[src/sv/cfc_pkg.sv]
`default_nettype none
package cfc_pkg;

  // Coordinate fraction bits (hit units are 1/2^F cm)
  localparam int COORD_FRAC_BITS_DEF = 4;

  // Q16 constants of the tilted sector frame
  localparam int Q_SIN_TILT    = 27697;
  localparam int Q_INV_SINRHO  = 73626;
  localparam int Q_INV_TGRHO   = 33552;
  localparam int Q_INV_2COSRHO = 71905;
  localparam int Q_YLOW        = -11991384;
  localparam int Q_YHIGH       = 12448956;

  // Bound register reset values
  localparam logic signed [15:0] U_MIN_RST = 16'sd1120;
  localparam logic signed [15:0] U_MAX_RST = 16'sd6480;
  localparam logic signed [15:0] V_MAX_RST = 16'sd5792;
  localparam logic signed [15:0] W_MAX_RST = 16'sd6320;

  localparam int PADDR_W = 4;
  localparam int PDATA_W = 32;

  // Rotation coefficient and product widths
  localparam int COEF_W = 18;
  localparam int PRW    = 33;

  typedef enum logic [1:0] {
    REG_U_MIN = 2'd0,
    REG_U_MAX = 2'd1,
    REG_V_MAX = 2'd2,
    REG_W_MAX = 2'd3
  } reg_idx_t;

  typedef struct packed {
    logic signed [15:0] u_min;
    logic signed [15:0] u_max;
    logic signed [15:0] v_max;
    logic signed [15:0] w_max;
  } bounds_t;

  typedef struct packed {
    logic signed [15:0]    x;
    logic signed [15:0]    y;
    logic signed [PRW-1:0] pz;
    logic [2:0]            sec;
    logic [5:0]            tag;
  } sec_item_t;

  typedef struct packed {
    logic signed [PRW-1:0] yi;
    logic signed [PRW-1:0] xi;
    logic [2:0]            sec;
    logic [5:0]            tag;
  } rot_item_t;

  typedef struct packed {
    logic               in_cut;
    logic [2:0]         sec;
    logic signed [15:0] u;
    logic signed [15:0] v;
    logic signed [15:0] w;
    logic [5:0]         tag;
  } res_item_t;

  // cos(tilt)*cos(60k)
  function automatic logic signed [COEF_W-1:0] coef_ctcp(input logic [2:0] k);
    case (k)
      3'd0: return 18'sd59396;
      3'd1: return 18'sd29698;
      3'd2: return -18'sd29698;
      3'd3: return -18'sd59396;
      3'd4: return -18'sd29698;
      3'd5: return 18'sd29698;
      default: return '0;
    endcase
  endfunction

  // cos(tilt)*sin(60k)
  function automatic logic signed [COEF_W-1:0] coef_ctsp(input logic [2:0] k);
    case (k)
      3'd1, 3'd2: return 18'sd51438;
      3'd4, 3'd5: return -18'sd51438;
      default: return '0;
    endcase
  endfunction

  // sin(60k)
  function automatic logic signed [COEF_W-1:0] coef_sp(input logic [2:0] k);
    case (k)
      3'd1, 3'd2: return 18'sd56756;
      3'd4, 3'd5: return -18'sd56756;
      default: return '0;
    endcase
  endfunction

  // cos(60k)
  function automatic logic signed [COEF_W-1:0] coef_cp(input logic [2:0] k);
    case (k)
      3'd0: return 18'sd65536;
      3'd1: return 18'sd32768;
      3'd2: return -18'sd32768;
      3'd3: return -18'sd65536;
      3'd4: return -18'sd32768;
      3'd5: return 18'sd32768;
      default: return '0;
    endcase
  endfunction

endpackage
`default_nettype wire

[src/sv/cfc_regs.sv]
`default_nettype none
module cfc_regs (
  input  wire logic                             clk,
  input  wire logic                             rst,
  input  wire logic                             psel,
  input  wire logic                             penable,
  input  wire logic                             pwrite,
  input  wire logic [cfc_pkg::PADDR_W-1:0]      paddr,
  input  wire logic [cfc_pkg::PDATA_W-1:0]      pwdata,
  output logic      [cfc_pkg::PDATA_W-1:0]      prdata,
  output cfc_pkg::bounds_t                      bounds
);

  cfc_pkg::reg_idx_t idx;
  logic              wr_en;

  assign idx   = cfc_pkg::reg_idx_t'(paddr[3:2]);
  assign wr_en = psel && penable && pwrite;

  always_ff @(posedge clk) begin
    if (rst) begin
      bounds.u_min <= cfc_pkg::U_MIN_RST;
      bounds.u_max <= cfc_pkg::U_MAX_RST;
      bounds.v_max <= cfc_pkg::V_MAX_RST;
      bounds.w_max <= cfc_pkg::W_MAX_RST;
    end else if (wr_en) begin
      case (idx)
        cfc_pkg::REG_U_MIN: bounds.u_min <= pwdata[15:0];
        cfc_pkg::REG_U_MAX: bounds.u_max <= pwdata[15:0];
        cfc_pkg::REG_V_MAX: bounds.v_max <= pwdata[15:0];
        cfc_pkg::REG_W_MAX: bounds.w_max <= pwdata[15:0];
        default: ;
      endcase
    end
  end

  always_comb begin
    case (idx)
      cfc_pkg::REG_U_MIN: prdata = {16'b0, bounds.u_min};
      cfc_pkg::REG_U_MAX: prdata = {16'b0, bounds.u_max};
      cfc_pkg::REG_V_MAX: prdata = {16'b0, bounds.v_max};
      cfc_pkg::REG_W_MAX: prdata = {16'b0, bounds.w_max};
      default:            prdata = '0;
    endcase
  end

endmodule
`default_nettype wire

[config.mk]
export PLATFORM = sky130hd
export DESIGN_NAME = cfc_regs
export DESIGN_NICKNAME = d
export VERILOG_FILES = /design/src/sv/cfc_pkg.sv /design/src/sv/cfc_regs.sv
export SDC_FILE = /design/constraint.sdc
export NUM_CORES = 1
export LEC_CHECK = 0
export BUFFER_PORTS_ARGS = -buffer_cell sky130_fd_sc_hd__buf_2
export CORE_MARGIN = 2
export CORE_UTILIZATION = 50
export CTS_CLUSTER_DIAMETER = 30
export DETAILED_ROUTE_END_ITERATION = 8
export PLACE_DENSITY_LB_ADDON = 0.15
export SKIP_CTS_REPAIR_TIMING = 1
export SLEW_MARGIN = 40
export SYNTH_ARGS = -nofsm -noshare
export SYNTH_HDL_FRONTEND = slang
export SYNTH_SLANG_ARGS = --single-unit
export TNS_END_PERCENT = 20
[constraint.sdc]
create_clock -name clk -period 2.35 [get_ports clk]
set_clock_uncertainty 0.15 [all_clocks]
set_input_delay 0 -clock clk [delete_from_list [all_inputs] [get_ports clk]]
set_output_delay 0 -clock clk [all_outputs]
set_load 0.005 [all_outputs]
==> impl_metrics.yaml <==
setup_path:
  cp-start-kind: "primary input"
  cp.arrival_ns: 1.37
  cp.buffers_inverters: 3
  crit_path_max_incr_delay_ns: 0.54
  crit_chain: "buf_2, buf_4, mux4_2, buf_2"
  crit_cells: 4
  crit_slowest_cell: "mux4_2"
  required_ns: 2.20
  worstPathMaxFanout: 17
  end_kind: "primary output"
  reg2reg_depth: 3
  cpLargestDelayFamily: "buffers and inverters"
  cp_common_cell: "buf_2"
  r2r_slack_ns: 1.40
  path_class: "in2out"
synth:
  synth.distinct_cells: 22
  syn_area_um2: 3120
  synthCells: 293
  ys_seq_elements: 64
  syn_avg_cell_area_um2: 10.6
  synth_warnings: 0
  ys_seq_area_share_pct: 41.1
floorplan:
  core_area_um2: 5960
  die_y_um: 82.9
  die_area_um2: 6880
  num_rows: 28
  initial_core_util_pct: 52.3
  chipWidth_um: 82.9
  ioPinCount: 137
routing:
  wl_per_cell_um: 15.1
  first_iter_violations: 121
  ant_nets: 0
  wirelength_mm: 7.32
  viasPerCell: 5.05
  dr_total_vias: 2444
  dr.pass1.iters: 4
  drc: 0
global_routing:
  grt_pass1_vias: 2375
  grt_usage_pct: 21.1
  antenna_found_initial: 0
  grt_max_degree: 57
  grt_remaining_overflow: 0
  grt_pass1_wl_mm: 11.7
final_layout:
  largestRegisters: "bounds x64"
  regArea_um2: 1280
  final_cell_mix: "buf_2 (102), dfxtp_1 (64), mux2i_1 (53)"
  drive_gt1_share_pct: 35.0
  syn_to_final_growth_pct: 26.0
  layout_commonest_cell: "buf_2"
  largest_register: "bounds"
  largest_reg_flops: 64
  multi_input_area_um2: 1630
  fillers: 506
  finalNetCount: 445
  diodes: 0
cts:
  clk_path_buf_depth: 2
  clk_latency_ns: 0.33
  cts_num_sinks: 64
  cts_tree: "done"
  htree_levels: 3
  cts_made_buffers: 9
  cts_root_buffer: "clkbuf_8"
  cts.clk_slew.worst_paths_ns: 0.06
place:
  gp_congestion: 0.763
  io_buffers: 102
  hpwl_mm: 4.90
timing:
  fmax_ghz: 0.659
  setup_violations: 0
  fin_setup_tns_ns: 0
  fin_crit_sh_pct: 64.6
  tightest_slew_ns: 0.656
  finalHoldWorstSlack_ns: 0.0109
  finalMaxSlewViolations: 0
  relSlewSlack_pct: 56.2
  rsz0062_at_grt: "no"
  min_period_ns: 1.52
  hold_viol_final: 0
hold_path:
  hp-class: "in2reg"
  holdPathStages: 4
flow_run:
  maxCapViolCount: 0
power_and_ir_drop:
  peakVddDrop_uv: 399
  p_leak_uw: 0.00187
  power_density_nw_per_um2: 580
outcome:
  status: "complete, no violations"
per-stage QoR:
step	cell area, um^2	util (%)	setup slack [ns]	cells	total power (uW)
floorplan	3170	-	1.31	308	1280
global placement	3570	59.9	0.662	452	1330
detailed placement	3570	59.9	0.736	452	1330
CTS	3770	63.2	0.821	468	2280
global route	3930	65.9	0.761	484	2370
finish	3930	65.9	0.833	484	2280
tightest hold or removal path: stages:
cell,delay (ns)
buf_2,0.11
nand3_2,0.12
nor3_4,0.09
mux2i_1,0.12
path summary, 6_finish.rpt:
| path | startpoint | to |
|---|---|---|
| max | paddr[2] | prdata[0] |
| min | penable | bounds[60]$_SDFFE_PP0P_ |
| max reg2reg | bounds[18]$_SDFFE_PP0P_ | bounds[18]$_SDFFE_PP0P_ |
| min reg2reg | bounds[39]$_SDFFE_PP0P_ | bounds[39]$_SDFFE_PP0P_ |
power breakdown:
part           switching (uW)  internal (uW)
Sequential               10.7           1100
Clock                     406            545
Combinational             107            108
final cells by class:
cell class | instances | share of cell area, %
clock inverters | 3 | 1.02
multi-input cells | 205 | 41.5
well taps | 75 | 2.39
inverters | 1 | 0.0956
clock buffers | 13 | 4.05
flip-flops and latches | 64 | 32.6
repair buffers | 123 | 18.4
routing by layer:
| layer | up-vias | share of wire (%) | GRT usage (%) | wire length, um |
|---|---|---|---|---|
| met4 | 0 | 0.62 | 6.41 | 45 |
| met3 | 5 | 5.2 | 6.16 | 382 |
| li1 | 1194 | - | - | - |
| met1 | 1162 | 44 | 26.1 | 3220 |
| met5 | - | 0 | 0 | 0 |
| met2 | 83 | 50 | 35.8 | 3670 |
cells by family (layout without fill, tap and decap cells):
logic type             after synthesis  count (layout)  share of synthesized area (%)
other                                1              16                          0.120
buffers and inverters               39             140                           8.43
and+or+nand+nor                     98              98                           18.2
DFF                                 64              64                           41.1
muxes                               69              69                           28.6
AOI/OAI and AO/OA                   22              22                           3.53
cell usage after synthesis:
cell type  number  area (um^2)
nor2_1         28          105
clkbuf_1        9         33.8
conb_1          1         3.75
or3_1           2         12.5
nor2b_1        11         68.8
or2_1           1         6.26
mux4_2         16          360
buf_2           5         25.0
nor3_4          1         16.3
buf_4          19          143
buf_12          1         20.0
nand2b_1       52          325
o21ai_0        21          105
nor3_2          1         10.0
buf_6           3         33.8
o21ai_1         1         5.00
dfxtp_1        64         1280
mux2i_1        53          531
nand4_2         1         12.5
nand3_2         1         10.0
buf_1           1         3.75
inv_2           1         3.75
Power figures use the tool's default switching activity.
