File: src/sv/cfc_pkg.sv
`default_nettype none
package cfc_pkg;

  // Coordinate fraction bits (hit units are 1/2^F cm)
  localparam int COORD_FRAC_BITS_DEF = 4;

  // Q16 constants of the tilted sector frame
  localparam int Q_SIN_TILT    = 27697;
  localparam int Q_INV_SINRHO  = 73626;
  localparam int Q_INV_TGRHO   = 33552;
  localparam int Q_INV_2COSRHO = 71905;
  localparam int Q_YLOW        = -11991384;
  localparam int Q_YHIGH       = 12448956;

  // Bound register reset values
  localparam logic signed [15:0] U_MIN_RST = 16'sd1120;
  localparam logic signed [15:0] U_MAX_RST = 16'sd6480;
  localparam logic signed [15:0] V_MAX_RST = 16'sd5792;
  localparam logic signed [15:0] W_MAX_RST = 16'sd6320;

  localparam int PADDR_W = 4;
  localparam int PDATA_W = 32;

  // Rotation coefficient and product widths
  localparam int COEF_W = 18;
  localparam int PRW    = 33;

  typedef enum logic [1:0] {
    REG_U_MIN = 2'd0,
    REG_U_MAX = 2'd1,
    REG_V_MAX = 2'd2,
    REG_W_MAX = 2'd3
  } reg_idx_t;

  typedef struct packed {
    logic signed [15:0] u_min;
    logic signed [15:0] u_max;
    logic signed [15:0] v_max;
    logic signed [15:0] w_max;
  } bounds_t;

  typedef struct packed {
    logic signed [15:0]    x;
    logic signed [15:0]    y;
    logic signed [PRW-1:0] pz;
    logic [2:0]            sec;
    logic [5:0]            tag;
  } sec_item_t;

  typedef struct packed {
    logic signed [PRW-1:0] yi;
    logic signed [PRW-1:0] xi;
    logic [2:0]            sec;
    logic [5:0]            tag;
  } rot_item_t;

  typedef struct packed {
    logic               in_cut;
    logic [2:0]         sec;
    logic signed [15:0] u;
    logic signed [15:0] v;
    logic signed [15:0] w;
    logic [5:0]         tag;
  } res_item_t;

  // cos(tilt)*cos(60k)
  function automatic logic signed [COEF_W-1:0] coef_ctcp(input logic [2:0] k);
    case (k)
      3'd0: return 18'sd59396;
      3'd1: return 18'sd29698;
      3'd2: return -18'sd29698;
      3'd3: return -18'sd59396;
      3'd4: return -18'sd29698;
      3'd5: return 18'sd29698;
      default: return '0;
    endcase
  endfunction

  // cos(tilt)*sin(60k)
  function automatic logic signed [COEF_W-1:0] coef_ctsp(input logic [2:0] k);
    case (k)
      3'd1, 3'd2: return 18'sd51438;
      3'd4, 3'd5: return -18'sd51438;
      default: return '0;
    endcase
  endfunction

  // sin(60k)
  function automatic logic signed [COEF_W-1:0] coef_sp(input logic [2:0] k);
    case (k)
      3'd1, 3'd2: return 18'sd56756;
      3'd4, 3'd5: return -18'sd56756;
      default: return '0;
    endcase
  endfunction

  // cos(60k)
  function automatic logic signed [COEF_W-1:0] coef_cp(input logic [2:0] k);
    case (k)
      3'd0: return 18'sd65536;
      3'd1: return 18'sd32768;
      3'd2: return -18'sd32768;
      3'd3: return -18'sd65536;
      3'd4: return -18'sd32768;
      3'd5: return 18'sd32768;
      default: return '0;
    endcase
  endfunction

endpackage
`default_nettype wire

File: src/sv/cfc_rotate.sv
`default_nettype none
module cfc_rotate (
  input  wire logic               clk,
  input  wire logic               rst,
  input  wire logic               in_valid,
  output logic                    in_ready,
  input  cfc_pkg::sec_item_t      in_item,
  output logic                    out_valid,
  input  wire logic               out_ready,
  output cfc_pkg::rot_item_t      out_item
);

  localparam int N = 2;
  localparam int PRW = cfc_pkg::PRW;

  logic [N-1:0] vld;
  logic [N-1:0] load;

  logic signed [PRW-1:0] pxa, pyb, pxs, pyc, pz;
  logic [2:0]            sec;
  logic [5:0]            tag;

  always_comb begin
    load[N-1] = !vld[N-1] || out_ready;
    for (int i = N - 2; i >= 0; i--) begin
      load[i] = !vld[i] || load[i+1];
    end
  end

  assign in_ready  = load[0];
  assign out_valid = vld[N-1];

  always_ff @(posedge clk) begin
    if (rst) begin
      vld <= '0;
    end else begin
      if (load[0]) vld[0] <= in_valid;
      for (int i = 1; i < N; i++) begin
        if (load[i]) vld[i] <= vld[i-1];
      end
    end
  end

  // stage 3: one product per table coefficient
  always_ff @(posedge clk) begin
    if (load[0]) begin
      pxa <= PRW'(in_item.x) * PRW'(cfc_pkg::coef_ctcp(in_item.sec));
      pyb <= PRW'(in_item.y) * PRW'(cfc_pkg::coef_ctsp(in_item.sec));
      pxs <= PRW'(in_item.x) * PRW'(cfc_pkg::coef_sp(in_item.sec));
      pyc <= PRW'(in_item.y) * PRW'(cfc_pkg::coef_cp(in_item.sec));
      pz  <= in_item.pz;
      sec <= in_item.sec;
      tag <= in_item.tag;
    end
  end

  // stage 4: rotated coordinates
  always_ff @(posedge clk) begin
    if (load[1]) begin
      out_item.yi  <= pxa + pyb - pz;
      out_item.xi  <= pyc - pxs;
      out_item.sec <= sec;
      out_item.tag <= tag;
    end
  end

endmodule
`default_nettype wire

File: config.mk
export PLATFORM = sky130hd
export DESIGN_NAME = cfc_rotate
export DESIGN_NICKNAME = d
export VERILOG_FILES = /design/src/sv/cfc_pkg.sv /design/src/sv/cfc_rotate.sv
export SDC_FILE = /design/constraint.sdc
export NUM_CORES = 2
export LEC_CHECK = 0
export ABC_AREA = 1
export BUFFER_PORTS_ARGS = -buffer_cell sky130_fd_sc_hd__buf_4
export CAP_MARGIN = 15
export CELL_PAD_IN_SITES_DETAIL_PLACEMENT = 0
export CELL_PAD_IN_SITES_GLOBAL_PLACEMENT = 1
export CORE_UTILIZATION = 51
export CTS_CLUSTER_DIAMETER = 40
export CTS_CLUSTER_SIZE = 14
export DETAILED_ROUTE_END_ITERATION = 8
export PLACE_DENSITY = 0.82
export SLEW_MARGIN = 30
export SYNTH_ARGS = -nofsm -noshare
export SYNTH_HDL_FRONTEND = slang
export SYNTH_SLANG_ARGS = --single-unit
File: constraint.sdc
create_clock -name clk -period 11.9 [get_ports clk]
set_input_delay 3.57 -clock clk [delete_from_list [all_inputs] [get_ports clk]]
set_output_delay 3.57 -clock clk [all_outputs]
set_load 0.01 [all_outputs]
==> results.yml <==
run_status:
  status: "finished, final reports clean"
clock_network:
  cts.htree.levels: 2
  cts_root_buf: "clkbuf_16"
  clock_path_buffers: 3
  cts_tree: "done"
  cts_hold_buf: 0
  post_cts_resized: 0
  clk_pin_slew_worst_paths_ns: 0.05
  cts_made_buffers: 45
  clock-sinks: 230
  clk_latency_ns: 0.58
  cts_setup_buffers: 0
timing:
  max_freq_mhz: 97.2
  timing.hold.ws_ns: 0.416
  grt_setup_unrepaired: "no"
  max-slew-margin-rel_pct: 33.9
  finalMaxSlewViolations: 0
  setup_tns_ns: 0
  finalCriticalPeriod_ns: 10.29
  period_share_pct: 86.5
  clock_skew_ns: 0.0272
  max_slew.worst_pin.slew_ns: 0.989
  setup_violations: 0
  finalHoldViolations: 0
layout:
  fill_cells: 7136
  area.growth.synth_to_final_pct: 10.1
  final_common_cell: "inv_1"
  multi_input_area_um2: 28100
  antenna_cells: 0
  final_cell_mix: "inv_1, fa_1, nand2_1"
  drive_gt1_share_pct: 6.13
  regArea_um2: 6890
  finalNetCount: 5760
die:
  rows: 102
  core_area_um2: 77600
  pin_count: 155
  die_w_um: 282
  die_h_um: 282
  dieArea_um2: 79700
  start_util_pct: 51.7
synth:
  synth_area_um2: 40100
  syn_inst: 4361
  synth_edf_count: 228
  synth_area_per_cell_um2: 9.19
  synth_ff_type: "edfxtp_1"
  async_flop_share_pct: 0
  ys_seq_area_share_pct: 17.2
  synth_seq_cells: 230
  ys_warn_count: 0
  ys_types: 48
setup_path:
  worst_path_largest_cell_delay_ns: 0.84
  crit_path_max_fanout: 17
  critPathKind: "primary input to register"
  crit_family: "adder cells"
  cp_data_arrival_time_ns: 10.63
  crit_buf_inv: 8
  cpMaxStageDelayCell: "fa_1"
  cpMostUsedCell: "nand2_1"
  crit_path_end_kind: "register"
  worstPathRequired_ns: 12.24
  startpoint_type: "primary input"
routing:
  post_drt_wl_per_cell_um: 19.1
  drcViolationCount: 0
  routed_wirelength_um: 107000
  via_per_inst: 5.07
  routed-via-count: 28500
  drtAntennaViolNets: 0
  drtIter0Drc: 1923
  dr.pass1.iters: 5
grt:
  grt_pass1_vias: 30100
  overflow: 0
  grt_max_degree: 136
  grtUsageTotal_pct: 28.1
  grt_pass1_wl_um: 169000
  antenna_found_initial: 0
placement:
  portBuffers: 152
  place.gp.congestion: 0.964
  place.detailed.hpwl_um: 94900
min_path:
  hold_class: "register to register"
flow_run:
  max-cap-violations: 0
==> flip-flops by register name (all words and copies together) (netlist names) <==
signal,count
pxa,32
sec,3
pyb,32
pyc,18
pxs,31
vld,2
tag,6
out_item,73
pz,33
==> final cells by class <==
cell class / count / share of cell area [%]
clock buffers: 52 / 2.66
inverters: 1326 / 11.3
clock inverters: 30 / 0.884
flip-flops and latches: 230 / 15.6
well taps: 1040 / 2.95
multi-input cells: 2778 / 63.7
repair buffers: 170 / 2.93
==> cells in the mapped netlist, types with 3 or more instances <==
master,number,area [um2]
nor2_2,3,18.8
inv_2,6,22.5
nor3_1,37,185
o21ai_1,4,20.0
a21boi_0,9,67.6
nand4_1,34,213
inv_1,1315,4940
clkbuf_1,13,48.8
edfxtp_1,228,6850
a21oi_1,166,831
clkinv_1,5,18.8
o211ai_1,3,22.5
o21ai_0,90,450
nand2b_1,3,18.8
nor4_1,5,31.3
nand3_1,147,736
a21oi_2,3,26.3
nand3_2,4,40.0
xor2_1,119,1040
nand2_2,8,50.1
ha_1,346,4330
and3_1,3,18.8
a31oi_1,9,56.3
fa_1,785,15700
o21a_1,4,30.0
nor2_1,384,1440
o31ai_1,4,30.0
nand3b_1,13,97.6
xnor2_1,36,315
a21o_1,20,150
buf_2,11,55.1
o21bai_1,17,128
nand2_1,509,1910
==> cells by family after synthesis <==
family | synth area share, %
AO/OA/AOI/OAI | 4.57
AND/OR/NAND/NOR | 12.1
XOR/XNOR | 3.44
flip-flops | 17.2
other | 0.00935
adder cells (fa/ha/maj) | 50.0
buffers and inverters | 12.7
==> per-stage QoR <==
stage	setup WS (ns)	std cells	cell area [um2]	util (%)
floorplan	1.11	4362	40100	-
global placement	0.915	5544	42600	54.9
detailed placement	1.01	5544	42600	54.9
CTS	1.62	5626	44100	56.9
global route	1.18	5626	44100	56.9
finish	1.61	5626	44100	56.9
==> path summary, 6_finish.rpt <==
| kind | endpoint | slack (ns) | from | cells after the start |
|---|---|---|---|---|
| min | out_item[3] | 0.42 | tag[3] | 0 |
| max | pxa[22] | 1.61 | in_item[7] | 28 |
| max reg2reg | out_item[69] | 8.94 | pyb[1] | 16 |
| min reg2reg | out_item[3] | 0.42 | tag[3] | 0 |
==> per-layer routing <==
layer  global-route usage, %  share of wire, %  up-vias
li1                        -                 -    13500
met1                    39.8                45    14200
met2                    46.0                47      766
met3                    3.71               5.5      130
met4                    6.78               2.3        0
met5                       0                 0        -
Power is left out: the tool's default activity adds up to more than one toggle a clock period on the data nets, which glitch-free logic cannot reach.
