[config.mk]
export PLATFORM = sky130hd
export DESIGN_NAME = cfc_sector
export DESIGN_NICKNAME = d
export VERILOG_FILES = /design/src/sv/cfc_pkg.sv /design/src/sv/cfc_sector.sv
export SDC_FILE = /design/constraint.sdc
export NUM_CORES = 2
export LEC_CHECK = 0
export ABC_AREA = 1
export BUFFER_PORTS_ARGS = -buffer_cell sky130_fd_sc_hd__buf_2
export CORE_MARGIN = 8
export CORE_UTILIZATION = 60
export DETAILED_ROUTE_END_ITERATION = 16
export PLACE_DENSITY = 0.83
export RECOVER_POWER = 25
export SLEW_MARGIN = 20
export SYNTH_ARGS = -nofsm -noshare
export SYNTH_HDL_FRONTEND = slang
export SYNTH_SLANG_ARGS = --single-unit
[constraint.sdc]
create_clock -name clk -period 7.44 [get_ports clk]
set_clock_uncertainty 0.05 [all_clocks]
set_input_delay 0.372 -clock clk [delete_from_list [all_inputs] [get_ports clk]]
set_output_delay 0.372 -clock clk [all_outputs]
set_load 0.05 [all_outputs]
[src/sv/cfc_pkg.sv]
`default_nettype none
package cfc_pkg;

  // Coordinate fraction bits (hit units are 1/2^F cm)
  localparam int COORD_FRAC_BITS_DEF = 4;

  // Q16 constants of the tilted sector frame
  localparam int Q_SIN_TILT    = 27697;
  localparam int Q_INV_SINRHO  = 73626;
  localparam int Q_INV_TGRHO   = 33552;
  localparam int Q_INV_2COSRHO = 71905;
  localparam int Q_YLOW        = -11991384;
  localparam int Q_YHIGH       = 12448956;

  // Bound register reset values
  localparam logic signed [15:0] U_MIN_RST = 16'sd1120;
  localparam logic signed [15:0] U_MAX_RST = 16'sd6480;
  localparam logic signed [15:0] V_MAX_RST = 16'sd5792;
  localparam logic signed [15:0] W_MAX_RST = 16'sd6320;

  localparam int PADDR_W = 4;
  localparam int PDATA_W = 32;

  // Rotation coefficient and product widths
  localparam int COEF_W = 18;
  localparam int PRW    = 33;

  typedef enum logic [1:0] {
    REG_U_MIN = 2'd0,
    REG_U_MAX = 2'd1,
    REG_V_MAX = 2'd2,
    REG_W_MAX = 2'd3
  } reg_idx_t;

  typedef struct packed {
    logic signed [15:0] u_min;
    logic signed [15:0] u_max;
    logic signed [15:0] v_max;
    logic signed [15:0] w_max;
  } bounds_t;

  typedef struct packed {
    logic signed [15:0]    x;
    logic signed [15:0]    y;
    logic signed [PRW-1:0] pz;
    logic [2:0]            sec;
    logic [5:0]            tag;
  } sec_item_t;

  typedef struct packed {
    logic signed [PRW-1:0] yi;
    logic signed [PRW-1:0] xi;
    logic [2:0]            sec;
    logic [5:0]            tag;
  } rot_item_t;

  typedef struct packed {
    logic               in_cut;
    logic [2:0]         sec;
    logic signed [15:0] u;
    logic signed [15:0] v;
    logic signed [15:0] w;
    logic [5:0]         tag;
  } res_item_t;

  // cos(tilt)*cos(60k)
  function automatic logic signed [COEF_W-1:0] coef_ctcp(input logic [2:0] k);
    case (k)
      3'd0: return 18'sd59396;
      3'd1: return 18'sd29698;
      3'd2: return -18'sd29698;
      3'd3: return -18'sd59396;
      3'd4: return -18'sd29698;
      3'd5: return 18'sd29698;
      default: return '0;
    endcase
  endfunction

  // cos(tilt)*sin(60k)
  function automatic logic signed [COEF_W-1:0] coef_ctsp(input logic [2:0] k);
    case (k)
      3'd1, 3'd2: return 18'sd51438;
      3'd4, 3'd5: return -18'sd51438;
      default: return '0;
    endcase
  endfunction

  // sin(60k)
  function automatic logic signed [COEF_W-1:0] coef_sp(input logic [2:0] k);
    case (k)
      3'd1, 3'd2: return 18'sd56756;
      3'd4, 3'd5: return -18'sd56756;
      default: return '0;
    endcase
  endfunction

  // cos(60k)
  function automatic logic signed [COEF_W-1:0] coef_cp(input logic [2:0] k);
    case (k)
      3'd0: return 18'sd65536;
      3'd1: return 18'sd32768;
      3'd2: return -18'sd32768;
      3'd3: return -18'sd65536;
      3'd4: return -18'sd32768;
      3'd5: return 18'sd32768;
      default: return '0;
    endcase
  endfunction

endpackage
`default_nettype wire

[src/sv/cfc_sector.sv]
`default_nettype none
module cfc_sector (
  input  wire logic               clk,
  input  wire logic               rst,
  input  wire logic               in_valid,
  output logic                    in_ready,
  input  wire logic signed [15:0] hit_x,
  input  wire logic signed [15:0] hit_y,
  input  wire logic signed [15:0] hit_z,
  input  wire logic [5:0]         track_tag,
  output logic                    out_valid,
  input  wire logic               out_ready,
  output cfc_pkg::sec_item_t      out_item
);

  localparam int N = 2;
  localparam int PRW = cfc_pkg::PRW;
  localparam logic signed [PRW-1:0] SIN_TILT = PRW'(cfc_pkg::Q_SIN_TILT);

  logic [N-1:0] vld;
  logic [N-1:0] load;

  // stage 1: squares
  logic signed [15:0] s1_x;
  logic signed [15:0] s1_y;
  logic signed [15:0] s1_z;
  logic [5:0]         s1_tag;
  logic [31:0]        s1_xsq;
  logic [31:0]        s1_ysq;

  logic signed [33:0] d;
  logic               xneg, xzero, xpos, yneg, yzero, ypos, origin;
  logic               dneg, dzero, dpos;
  logic               a, b, c;
  logic [2:0]         sec_next;

  always_comb begin
    load[N-1] = !vld[N-1] || out_ready;
    for (int i = N - 2; i >= 0; i--) begin
      load[i] = !vld[i] || load[i+1];
    end
  end

  assign in_ready  = load[0];
  assign out_valid = vld[N-1];

  always_ff @(posedge clk) begin
    if (rst) begin
      vld <= '0;
    end else begin
      if (load[0]) vld[0] <= in_valid;
      for (int i = 1; i < N; i++) begin
        if (load[i]) vld[i] <= vld[i-1];
      end
    end
  end

  always_ff @(posedge clk) begin
    if (load[0]) begin
      s1_x   <= hit_x;
      s1_y   <= hit_y;
      s1_z   <= hit_z;
      s1_tag <= track_tag;
      s1_xsq <= 32'(hit_x) * 32'(hit_x);
      s1_ysq <= 32'(hit_y) * 32'(hit_y);
    end
  end

  // sign of 3y^2 - x^2 settles the 30/150/210/330 deg rays
  always_comb begin
    d      = $signed(({2'b00, s1_ysq} + {1'b0, s1_ysq, 1'b0}) - {2'b00, s1_xsq});
    dneg   = d[33];
    dzero  = (d == '0);
    dpos   = !dneg && !dzero;
    xneg   = s1_x[15];
    xzero  = (s1_x == '0);
    xpos   = !xneg && !xzero;
    yneg   = s1_y[15];
    yzero  = (s1_y == '0);
    ypos   = !yneg && !yzero;
    origin = xzero && yzero;

    if (!yneg && !xpos) begin
      a = !origin;
    end else if (!ypos && !xneg) begin
      a = 1'b0;
    end else begin
      a = (yneg ? dneg : dpos) || (dzero && ypos);
    end

    if (!ypos && !xpos) begin
      c = !origin;
    end else if (!yneg && !xneg) begin
      c = 1'b0;
    end else begin
      c = (ypos ? dneg : dpos) || (dzero && ypos);
    end

    b = xneg || (xzero && ypos);

    if (a) begin
      sec_next = 3'd1 + {2'b00, b} + {2'b00, c};
    end else if (c) begin
      sec_next = b ? 3'd4 : 3'd5;
    end else begin
      sec_next = 3'd0;
    end
  end

  always_ff @(posedge clk) begin
    if (load[1]) begin
      out_item.x   <= s1_x;
      out_item.y   <= s1_y;
      out_item.pz  <= PRW'(s1_z) * SIN_TILT;
      out_item.sec <= sec_next;
      out_item.tag <= s1_tag;
    end
  end

endmodule
`default_nettype wire

==> results.cfg <==
[status]
outcome = complete, no violations

[drt]
dr.pass1.iters = 5
antenna_left = 0
drt-total-wl_mm = 65.7
wl_per_cell_um = 15.2
dr_total_vias = 22400
viasPerCell = 5.19
dr_wl_met2_mm = 34.5
drcViolationCount = 0
topRoutingLayerUsed = met4
met3_length_mm = 3.42
m1WireLength_mm = 25.0
initialDrtViolationCount = 1299

[synthesis]
synth_top_area_frac = 0.357
synth_cells = 3522
synth_top_family_by_area = adder cells
ys_warn_count = 0
ys_seq_elements = 189
avgSynthCellArea_um2 = 9.00
synth_compound_area_frac = 0.0394
ys_top_cells_by_area = fa_1 (36%), edfxtp_1 (18%), inv_1 (13%), ha_1 (13%), nand2_1 (7.4%)
synth_cell_types = 50
yosysTopAreaCell = fa_1
yosysSeqAreaShare = 0.178
synthMuxAreaShare = 0.000355
synth-main-ff-cell = edfxtp_1
synthAdderAreaFrac = 0.485
synthSimpleGateAreaFrac = 0.119
syn_area_mm2 = 0.0317
synth_fp_nets = 4471
synthXorXnorAreaFrac = 0.0387
synth_edf_count = 187
synthArstFlopShare = 0

[worst_setup_path]
reg2reg_setup_slack_ps = 1690
arrival_ps = 6560
rr_startpoint = s1_z[9]$_DFFE_PP_
path_common_cell = fa_1
cp-start-kind = input port
cp.required_ps = 7630
crit_slowest_cell = fa_1
rr_endpoint = out_item[39]$_DFFE_PP_
rr_worst_depth = 18
end_kind = register
cp_cell_sequence = clkbuf_1 > nand2_1 > inv_1 > fa_1 > fa_1 > fa_1 > fa_1 > fa_1 > inv_1 > fa_1 > inv_1 > ha_1 > a21oi_1 > o21ai_0 > a221oi_1 > o211ai_1 > a21oi_1 > nor2_1 > nor2_1 > xor2_1
max_stage_delay_ps = 910
criticalPathCategory = input port to register
critPathMaxFanout = 18

[placed_design]
place_congestion = 0.926
dpl.hpwl_mm = 55.7
io_buffer_count = 133

[sta]
period_minus_slack_ps = 6370
finalHoldViolations = 0
period_share = 0.857
max_freq_mhz = 157
tns_ps = 0
final-setup-viol-count = 0
finalMaxSlewViolations = 0
tightestPinTransition_ps = 1390
rsz0062_at_grt = no
relSlewSlack = 0.0715

[global_route]
grt_pass1_wl_mm = 113
grt_usage = 0.230
grt-ovfl-total = 0
antenna_found_initial = 0
grt_pass1_vias = 24300
grt_max_degree = 48

[finish]
nets = 4564
syn2layout_area_growth_pct = 6.09
n_antenna_cell = 0
drive_gt1_frac = 0.0571

[floorplanning]
start_util = 0.605
core-area_mm2 = 0.0524
die_h_um = 246
die_w_um = 246
ios = 134
dieArea_mm2 = 0.0605
rows = 84

[hold_path]
hold_path.class = input port to register
hold_end = s1_z[11]$_DFFE_PP_
worstHoldStart = hit_z[11]
whs_path_depth = 1

[clock_tree]
clockBufferDepth = 2
htree_num_levels = 4
clock-root-buffer = clkbuf_16
tritoncts = built
numClockSinks = 189
cts_inserted_buffers = 17
cts_setup_buffers = 0
insertion_delay_ps = 480
cts_resized = 0
clk_pin_slew_ps = 80
holdBufCountCts = 6

[run]
drv_cap = 0
## synthesized netlist by cell type, drive strengths merged (7+ instances only)
cell and instances:
or2 7, nand3 72, xnor2 56, a21oi 111, ha 326, nand4 17, inv 1104, edfxtp 187
nor3 11, clkbuf 68, nand2 652, nor4 11, xor2 84, a31oi 9, o21ai 45, nor2 136
o21bai 12, fa 565
## cell type report
type	count	area [µm²]
Timing Repair Buffer	144	721
Clock inverter	15	179
Sequential cell	189	5660
Multi-Input combinational cell	2157	21700
Inverter	1106	4150
Clock buffer	17	425
Fill cell	4093	18800
Tap cell	688	861
## per-layer routing
| layer | GRT usage | vias to the layer above |
|---|---|---|
| met1 | 0.275 | 10900 |
| li1 | - | 10600 |
| met5 | 0 | - |
| met4 | 0.103 | 0 |
| met3 | 0.0232 | 186 |
| met2 | 0.416 | 711 |
## critical path, delay by kind of cell
kind | cells | cell delay, ps
XOR/XNOR | 1 | 80
adder cells (fa/ha/maj) | 7 | 3830
buffers and inverters | 4 | 900
AND/OR/NAND/NOR | 3 | 400
AO/OA/AOI/OAI | 5 | 960
## worst max-delay path by stage
stage              start  depth (start not counted)                    to  slack [ps]
4_1_cts        hit_x[15]                         20  s1_xsq[30]$_DFFE_PP_        1490
3_3_place_gp   hit_x[15]                         21  s1_xsq[31]$_DFFE_PP_        1170
2_1_floorplan   hit_x[1]                         21  s1_xsq[30]$_DFFE_PP_        1410
6_report        hit_x[2]                         20  s1_xsq[30]$_DFFE_PP_        1070
3_5_place_dp   hit_x[15]                         20  s1_xsq[30]$_DFFE_PP_         960
5_1_grt         hit_x[2]                         20  s1_xsq[30]$_DFFE_PP_         670
## state kept, by name, summed over array words and instances (netlist names)
signal / count
out_item: 73
s1_y: 16
s1_tag: 6
s1_z: 16
s1_x: 16
s1_ysq: 30
vld: 2
s1_xsq: 30
## stage by stage
| stage | cell area (µm²) | utilization | worst slack, ps | hold WS (ps) | std cells |
|---|---|---|---|---|---|
| 2_1_floorplan | 31700 | - | 1410 | 350 | 3522 |
| 3_3_place_gp | 33000 | 0.630 | 1170 | 350 | 4278 |
| 3_5_place_dp | 33000 | 0.630 | 959 | 363 | 4278 |
| 4_1_cts | 33700 | 0.642 | 1490 | 0.976 | 4316 |
| 5_1_grt | 33600 | 0.641 | 672 | 2.18 | 4316 |
| 6_report | 33600 | 0.641 | 1070 | 23.7 | 4316 |
## layout by cell type, fill, tap and decap left out, types with 5 or more instances in the layout
| master | n |
|---|---|
| a21o_1 | 6 |
| a21oi_1 | 107 |
| a31oi_1 | 9 |
| buf_2 | 99 |
| buf_4 | 5 |
| clkbuf_1 | 34 |
| clkbuf_16 | 17 |
| dlygate4sd3_1 | 6 |
| edfxtp_1 | 187 |
| fa_1 | 565 |
| ha_1 | 326 |
| inv_1 | 1097 |
| inv_2 | 7 |
| inv_6 | 5 |
| nand2_1 | 628 |
| nand2_2 | 22 |
| nand3_1 | 67 |
| nand4_1 | 17 |
| nor2_1 | 121 |
| nor2_2 | 14 |
| nor3_1 | 11 |
| nor4_1 | 11 |
| o211ai_1 | 5 |
| o21a_1 | 6 |
| o21ai_0 | 29 |
| o21ai_1 | 14 |
| o21bai_1 | 12 |
| or2_2 | 7 |
| xnor2_1 | 56 |
| xor2_1 | 84 |
## logic make-up after synthesis
family	Yosys count
muxes	1
and+or+nand+nor	911
buffers and inverters	1176
DFF	189
adders and majority gates	891
AOI/OAI and AO/OA	214
xor gates and xnor gates	140
Power is left out: the tool's default activity adds up to more than one toggle a clock period on the data nets, which glitch-free logic cannot reach.
