`config.mk`:
```
export PLATFORM = sky130hd
export DESIGN_NAME = cfc_strip
export DESIGN_NICKNAME = d
export VERILOG_FILES = /design/src/sv/cfc_pkg.sv /design/src/sv/cfc_strip.sv
export SDC_FILE = /design/constraint.sdc
export NUM_CORES = 2
export LEC_CHECK = 0
export ABC_AREA = 1
export CAP_MARGIN = 5
export CELL_PAD_IN_SITES_DETAIL_PLACEMENT = 0
export CELL_PAD_IN_SITES_GLOBAL_PLACEMENT = 1
export CORE_ASPECT_RATIO = 1.1
export CORE_MARGIN = 3
export CORE_UTILIZATION = 51
export DETAILED_ROUTE_END_ITERATION = 7
export DONT_BUFFER_PORTS = 1
export HOLD_SLACK_MARGIN = 0.02
export PLACE_DENSITY_LB_ADDON = 0.1
export SYNTH_ARGS = -nofsm -noshare
export SYNTH_HDL_FRONTEND = slang
export SYNTH_SLANG_ARGS = --single-unit
```
`constraint.sdc`:
```
create_clock -name clk -period 11.6 [get_ports clk]
set_input_delay 0.58 -clock clk [delete_from_list [all_inputs] [get_ports clk]]
set_output_delay 0.58 -clock clk [all_outputs]
set_load 0.02 [all_outputs]
```
`src/sv/cfc_pkg.sv`:
```
`default_nettype none
package cfc_pkg;

  // Coordinate fraction bits (hit units are 1/2^F cm)
  localparam int COORD_FRAC_BITS_DEF = 4;

  // Q16 constants of the tilted sector frame
  localparam int Q_SIN_TILT    = 27697;
  localparam int Q_INV_SINRHO  = 73626;
  localparam int Q_INV_TGRHO   = 33552;
  localparam int Q_INV_2COSRHO = 71905;
  localparam int Q_YLOW        = -11991384;
  localparam int Q_YHIGH       = 12448956;

  // Bound register reset values
  localparam logic signed [15:0] U_MIN_RST = 16'sd1120;
  localparam logic signed [15:0] U_MAX_RST = 16'sd6480;
  localparam logic signed [15:0] V_MAX_RST = 16'sd5792;
  localparam logic signed [15:0] W_MAX_RST = 16'sd6320;

  localparam int PADDR_W = 4;
  localparam int PDATA_W = 32;

  // Rotation coefficient and product widths
  localparam int COEF_W = 18;
  localparam int PRW    = 33;

  typedef enum logic [1:0] {
    REG_U_MIN = 2'd0,
    REG_U_MAX = 2'd1,
    REG_V_MAX = 2'd2,
    REG_W_MAX = 2'd3
  } reg_idx_t;

  typedef struct packed {
    logic signed [15:0] u_min;
    logic signed [15:0] u_max;
    logic signed [15:0] v_max;
    logic signed [15:0] w_max;
  } bounds_t;

  typedef struct packed {
    logic signed [15:0]    x;
    logic signed [15:0]    y;
    logic signed [PRW-1:0] pz;
    logic [2:0]            sec;
    logic [5:0]            tag;
  } sec_item_t;

  typedef struct packed {
    logic signed [PRW-1:0] yi;
    logic signed [PRW-1:0] xi;
    logic [2:0]            sec;
    logic [5:0]            tag;
  } rot_item_t;

  typedef struct packed {
    logic               in_cut;
    logic [2:0]         sec;
    logic signed [15:0] u;
    logic signed [15:0] v;
    logic signed [15:0] w;
    logic [5:0]         tag;
  } res_item_t;

  // cos(tilt)*cos(60k)
  function automatic logic signed [COEF_W-1:0] coef_ctcp(input logic [2:0] k);
    case (k)
      3'd0: return 18'sd59396;
      3'd1: return 18'sd29698;
      3'd2: return -18'sd29698;
      3'd3: return -18'sd59396;
      3'd4: return -18'sd29698;
      3'd5: return 18'sd29698;
      default: return '0;
    endcase
  endfunction

  // cos(tilt)*sin(60k)
  function automatic logic signed [COEF_W-1:0] coef_ctsp(input logic [2:0] k);
    case (k)
      3'd1, 3'd2: return 18'sd51438;
      3'd4, 3'd5: return -18'sd51438;
      default: return '0;
    endcase
  endfunction

  // sin(60k)
  function automatic logic signed [COEF_W-1:0] coef_sp(input logic [2:0] k);
    case (k)
      3'd1, 3'd2: return 18'sd56756;
      3'd4, 3'd5: return -18'sd56756;
      default: return '0;
    endcase
  endfunction

  // cos(60k)
  function automatic logic signed [COEF_W-1:0] coef_cp(input logic [2:0] k);
    case (k)
      3'd0: return 18'sd65536;
      3'd1: return 18'sd32768;
      3'd2: return -18'sd32768;
      3'd3: return -18'sd65536;
      3'd4: return -18'sd32768;
      3'd5: return 18'sd32768;
      default: return '0;
    endcase
  endfunction

endpackage
`default_nettype wire

```
`src/sv/cfc_strip.sv`:
```
`default_nettype none
module cfc_strip #(
  parameter int COORD_FRAC_BITS = cfc_pkg::COORD_FRAC_BITS_DEF
) (
  input  wire logic               clk,
  input  wire logic               rst,
  input  wire logic               in_valid,
  output logic                    in_ready,
  input  cfc_pkg::rot_item_t      in_item,
  input  cfc_pkg::bounds_t        bounds,
  output logic                    out_valid,
  input  wire logic               out_ready,
  output cfc_pkg::res_item_t      out_item
);

  localparam int N   = 7;
  localparam int PRW = cfc_pkg::PRW;
  // operand of the u and t multiplies, wide enough for the scaled offsets
  localparam int AW  = ((26 + COORD_FRAC_BITS) > 32 ? 26 + COORD_FRAC_BITS : 32) + 2;
  localparam int PW  = AW + 18;
  localparam int UW  = PW - 32;
  localparam int TW  = PW - 16;
  localparam int SW  = TW + 1;
  localparam int VW  = SW - 16;
  localparam int PW2 = SW + 18;
  localparam int WW  = PW2 - 32;

  localparam longint SCALE = longint'(1) << COORD_FRAC_BITS;
  localparam logic signed [AW-1:0] LOW_C =
    AW'(longint'(cfc_pkg::Q_YLOW) * SCALE);
  localparam logic signed [AW-1:0] TOP_C =
    AW'((2 * longint'(cfc_pkg::Q_YHIGH) - longint'(cfc_pkg::Q_YLOW)) * SCALE);

  localparam logic [16:0]        CU_SINRHO  = 17'(cfc_pkg::Q_INV_SINRHO);
  localparam logic [16:0]        CU_TGRHO   = 17'(cfc_pkg::Q_INV_TGRHO);
  localparam logic [16:0]        CU_2COSRHO = 17'(cfc_pkg::Q_INV_2COSRHO);
  localparam logic signed [17:0] CS_SINRHO  = $signed({1'b0, CU_SINRHO});
  localparam logic signed [17:0] CS_TGRHO   = $signed({1'b0, CU_TGRHO});
  localparam logic signed [17:0] CS_2COSRHO = $signed({1'b0, CU_2COSRHO});

  localparam logic [PW-1:0]  RND32  = PW'(1) << 31;
  localparam logic [PW-1:0]  RND16  = PW'(1) << 15;
  localparam logic [SW-1:0]  RND16S = SW'(1) << 15;
  localparam logic [PW2-1:0] RND32W = PW2'(1) << 31;

  localparam logic signed [WW-1:0] SAT_MAX = WW'(32767);
  localparam logic signed [WW-1:0] SAT_MIN = WW'(-32768);

  function automatic logic signed [15:0] sat16(input logic signed [WW-1:0] a);
    if (a > SAT_MAX) return 16'sh7fff;
    if (a < SAT_MIN) return 16'sh8000;
    return a[15:0];
  endfunction

  logic [N-1:0] vld;
  logic [N-1:0] load;

  logic [2:0] sec_p [N-1];
  logic [5:0] tag_p [N-1];

  // stage 5
  logic signed [AW-1:0]  s5_au, s5_at;
  logic signed [PRW-1:0] s5_xi;
  // stage 6
  logic [34:0]           s6_pul, s6_ptl;
  logic signed [AW-1:0]  s6_puh, s6_pth;
  logic signed [PRW-1:0] s6_xi;
  // stage 7
  logic signed [UW-1:0]  s7_u;
  logic signed [TW-1:0]  s7_t;
  logic signed [PRW-1:0] s7_xi;
  // stage 8
  logic signed [VW-1:0]  s8_v;
  logic signed [SW-1:0]  s8_sw;
  logic                  s8_u_ok;
  logic signed [15:0]    s8_u_sat;
  // stage 9
  logic [34:0]           s9_pwl;
  logic signed [SW-1:0]  s9_pwh;
  logic                  s9_uv_ok;
  logic signed [15:0]    s9_u_sat, s9_v_sat;
  // stage 10
  logic signed [WW-1:0]  s10_w;
  logic                  s10_uv_ok;
  logic signed [15:0]    s10_u_sat, s10_v_sat;

  logic [PW-1:0]  full_u, full_t;
  logic [SW-1:0]  diff_v;
  logic [PW2-1:0] full_w;

  always_comb begin
    load[N-1] = !vld[N-1] || out_ready;
    for (int i = N - 2; i >= 0; i--) begin
      load[i] = !vld[i] || load[i+1];
    end
  end

  assign in_ready  = load[0];
  assign out_valid = vld[N-1];

  always_ff @(posedge clk) begin
    if (rst) begin
      vld <= '0;
    end else begin
      if (load[0]) vld[0] <= in_valid;
      for (int i = 1; i < N; i++) begin
        if (load[i]) vld[i] <= vld[i-1];
      end
    end
  end

  always_ff @(posedge clk) begin
    if (load[0]) begin
      sec_p[0] <= in_item.sec;
      tag_p[0] <= in_item.tag;
    end
    for (int i = 1; i < N - 1; i++) begin
      if (load[i]) begin
        sec_p[i] <= sec_p[i-1];
        tag_p[i] <= tag_p[i-1];
      end
    end
  end

  // recombine split products and round (ties toward plus infinity)
  always_comb begin
    full_u = (PW'(s6_puh) << 18) + PW'(s6_pul) + RND32;
    full_t = (PW'(s6_pth) << 18) + PW'(s6_ptl) + RND16;
    diff_v = SW'(s7_t) - SW'(s7_xi) + RND16S;
    full_w = (PW2'(s9_pwh) << 18) + PW2'(s9_pwl) + RND32W;
  end

  always_ff @(posedge clk) begin
    // stage 5: offset from the strip origin
    if (load[0]) begin
      s5_au <= AW'(in_item.yi) - LOW_C;
      s5_at <= TOP_C - AW'(in_item.yi);
      s5_xi <= in_item.xi;
    end
    // stage 6: 18-bit low and signed high halves times the reciprocals
    if (load[1]) begin
      s6_pul <= 35'(s5_au[17:0]) * 35'(CU_SINRHO);
      s6_puh <= AW'($signed(s5_au[AW-1:18])) * AW'(CS_SINRHO);
      s6_ptl <= 35'(s5_at[17:0]) * 35'(CU_TGRHO);
      s6_pth <= AW'($signed(s5_at[AW-1:18])) * AW'(CS_TGRHO);
      s6_xi  <= s5_xi;
    end
    if (load[2]) begin
      s7_u  <= $signed(full_u[PW-1:32]);
      s7_t  <= $signed(full_t[PW-1:16]);
      s7_xi <= s6_xi;
    end
    if (load[3]) begin
      s8_v     <= $signed(diff_v[SW-1:16]);
      s8_sw    <= SW'(s7_t) + SW'(s7_xi);
      s8_u_ok  <= (s7_u >= UW'($signed(bounds.u_min))) &&
                  (s7_u <= UW'($signed(bounds.u_max)));
      s8_u_sat <= sat16(WW'(s7_u));
    end
    if (load[4]) begin
      s9_pwl   <= 35'(s8_sw[17:0]) * 35'(CU_2COSRHO);
      s9_pwh   <= SW'($signed(s8_sw[SW-1:18])) * SW'(CS_2COSRHO);
      s9_uv_ok <= s8_u_ok && (s8_v <= VW'($signed(bounds.v_max)));
      s9_u_sat <= s8_u_sat;
      s9_v_sat <= sat16(WW'(s8_v));
    end
    if (load[5]) begin
      s10_w     <= $signed(full_w[PW2-1:32]);
      s10_uv_ok <= s9_uv_ok;
      s10_u_sat <= s9_u_sat;
      s10_v_sat <= s9_v_sat;
    end
    if (load[6]) begin
      out_item.in_cut <= s10_uv_ok && (s10_w <= WW'($signed(bounds.w_max)));
      out_item.sec    <= sec_p[5];
      out_item.u      <= s10_u_sat;
      out_item.v      <= s10_v_sat;
      out_item.w      <= sat16(s10_w);
      out_item.tag    <= tag_p[5];
    end
  end

endmodule
`default_nettype wire

```
==> metrics.yaml <==
cts_tree: "built"
areaGrowthSynthToFinish_pct: 8.503
clockBufferDepth: 3
place_inst: 8538
synth_cells: 6927
drv_cap: 0
cts_buffers: 76
hold_violations: 0
finalSetupTns_ps: 0
cp.arrival_ps: 5990
synthTopCellsByCount: "inv_1 (1431), nand2_1 (1279), ha_1 (999)"
outcome: "finished clean"
antenna_found_initial: 8
synth_area_per_cell_um2: 8.948
min_period_over_period_pct: 47.93
worstReg2RegStart: "s5_au[22]"
finalNetCount: 8579
drt-pass1-iter-count: 6
finClkSkew_ps: 62.84
syn_area_um2: 61980
syn-num-nets: 8459
clk_pin_slew_ps: 60
cts-root-buf: "clkbuf_16"
worstSetupPathType: "flip-flop to flip-flop"
grt_pass1_vias: 47530
viasPerCell: 5.257
clock-sinks: 656
synth_edf_count: 649
drt_wl_total_um: 163400
tightestPinTransition_ps: 1124
period_needed_ps: 5560
crit_path_start: "s5_au[22]"
vias: 45890
grt.overflow.total: 0
fin_cells: 8730
synth_top_area_share_pct: 31.44
drv_slew: 0
port_buffers: 0
coreArea_um2: 120100
start_kind: "flip-flop"
cp_max_fo: 7
hp-start: "in_item[72]"
die_x_um: 338.4
route.detailed.drc: 0
drive_above_1_share_pct: 3.166
rows: 133
yosysSeqAreaShare_pct: 31.67
initial_core_util_pct: 51.59
hold_buffers: 51
yosysUniqueCellTypes: 63
synthFlopType: "edfxtp_1"
synthTopCellsByArea: "edfxtp_1 (31%), ha_1 (20%), fa_1 (13%), inv_1 (8.7%), nand2_1 (7.7%)"
rsz0062_at_grt: "false"
drtIter0Drc: 2441
grt_use_total_pct: 26.29
ys_async_sr_fraction_pct: 0
finalSetupViolCount: 0
hp-class: "input pin to flip-flop"
r2r_slack_ps: 6040
hold_slack_ps: 98.67
critPathRequiredTime_ps: 12030
io_pins: 203
yosysMostFrequentCell: "inv_1"
synth_seq_cells: 656
ant_nets: 0
relSlewSlack_pct: 25.05
clock_latency_ps: 700
synth_top_cell_by_area: "edfxtp_1"
final_util_pct: 55.97
grt_first_pass_wirelength_um: 258300
fmax_mhz: 179.8
detail_route.wl_per_cell_um: 18.72
h-tree-depth: 3
postCtsSetupBuffers: 0
die_h_um: 371.6
yosysWarningCount: 0
gp_congestion: 0.9556
grt_max_degree: 82
endpoint_kind: "flip-flop"
hpwlAfterDp_um: 138500
die_area_um2: 125800
cts_resized: 0
[layout by cell type, fill, tap and decap left out, types with 22 or more instances in the layout]
| master | n |
|---|---|
| nand3_1 | 301 |
| o21ai_0 | 224 |
| a21o_1 | 27 |
| fa_1 | 390 |
| nor4_1 | 22 |
| nor2_1 | 517 |
| nor3_1 | 94 |
| edfxtp_1 | 649 |
| o21bai_1 | 35 |
| o21a_1 | 31 |
| nand4_1 | 66 |
| a21oi_1 | 428 |
| xor2_1 | 195 |
| dlygate4sd3_1 | 51 |
| inv_1 | 1427 |
| nand2_1 | 1276 |
| clkbuf_16 | 76 |
| xnor2_1 | 41 |
| ha_1 | 999 |
[state kept, by name, indices dropped and copies added (netlist names), 17 cells and up]
signal and cells:
out_item 58, s8_sw 37, s9_pwh 37, s7_t 36
tag_p 36, s5_au 34, s5_at 33, s5_xi 33
s6_puh 33, s6_xi 33, s7_xi 33, s6_pth 29
s10_w 23, s8_v 21, s7_u 20, s6_ptl 19
sec_p 18, s9_pwl 17
[final timing paths]
check	endpoint	cells past startpoint
worst max register to register	s6_puh[26]	18
worst min-delay path	s5_at[30]	2
worst min register to register	s10_u_sat[4]	0
worst max-delay path	s6_puh[26]	18
[per-layer routing]
metal  track usage [%]  wire length (um)  vias up
met2             46.56             80480      794
met1             33.50             72240    21980
met5                 0                22        -
met3             3.428              5966      236
met4             8.157              4719        4
li1                  -                 -    22880
[logic make-up (layout without fill, tap and decap cells)]
family	count (synthesis)	after routing	synth area share [%]
AND/OR/NAND/NOR	2355	2355	15.88
flip-flops	656	656	31.67
AO/OA/AOI/OAI	819	819	7.346
XOR/XNOR	237	237	3.361
adder cells (fa/ha/maj)	1390	1390	32.78
buffers and inverters	1470	1650	8.965
other	0	3	0
[worst max-delay path, cell delays in order (launching register included)]
cell and delay, ps:
edfxtp_1 530, fa_1 660, inv_1 110, fa_1 510
fa_1 520, inv_1 50, fa_1 460, fa_1 540
inv_1 50, fa_1 520, inv_1 40, ha_1 350
nand2_1 160, inv_1 60, a21oi_1 240, nor2_1 60
o21ai_0 170, nand3_1 120, xor2_1 150
[per-stage QoR]
stage | area, um2 | worst slack [ps]
after floorplan | 61980 | 1843
after global placement | 64020 | 5989
after detailed placement | 64020 | 6026
after CTS | 67240 | 6032
after global routing | 67250 | 5653
final | 67250 | 6040
[area by class of cell]
class / instances / area, um2
Antenna cell: 3 / 7.507
Clock buffer: 82 / 1924
Clock inverter: 56 / 789.5
Fill cell: 11060 / 52900
Inverter: 1448 / 5441
Multi-Input combinational cell: 4801 / 36830
Sequential cell: 656 / 19630
Tap cell: 1620 / 2027
Timing Repair Buffer: 64 / 608.1
Power is left out: the tool's default activity adds up to more than one toggle a clock period on the data nets, which glitch-free logic cannot reach.
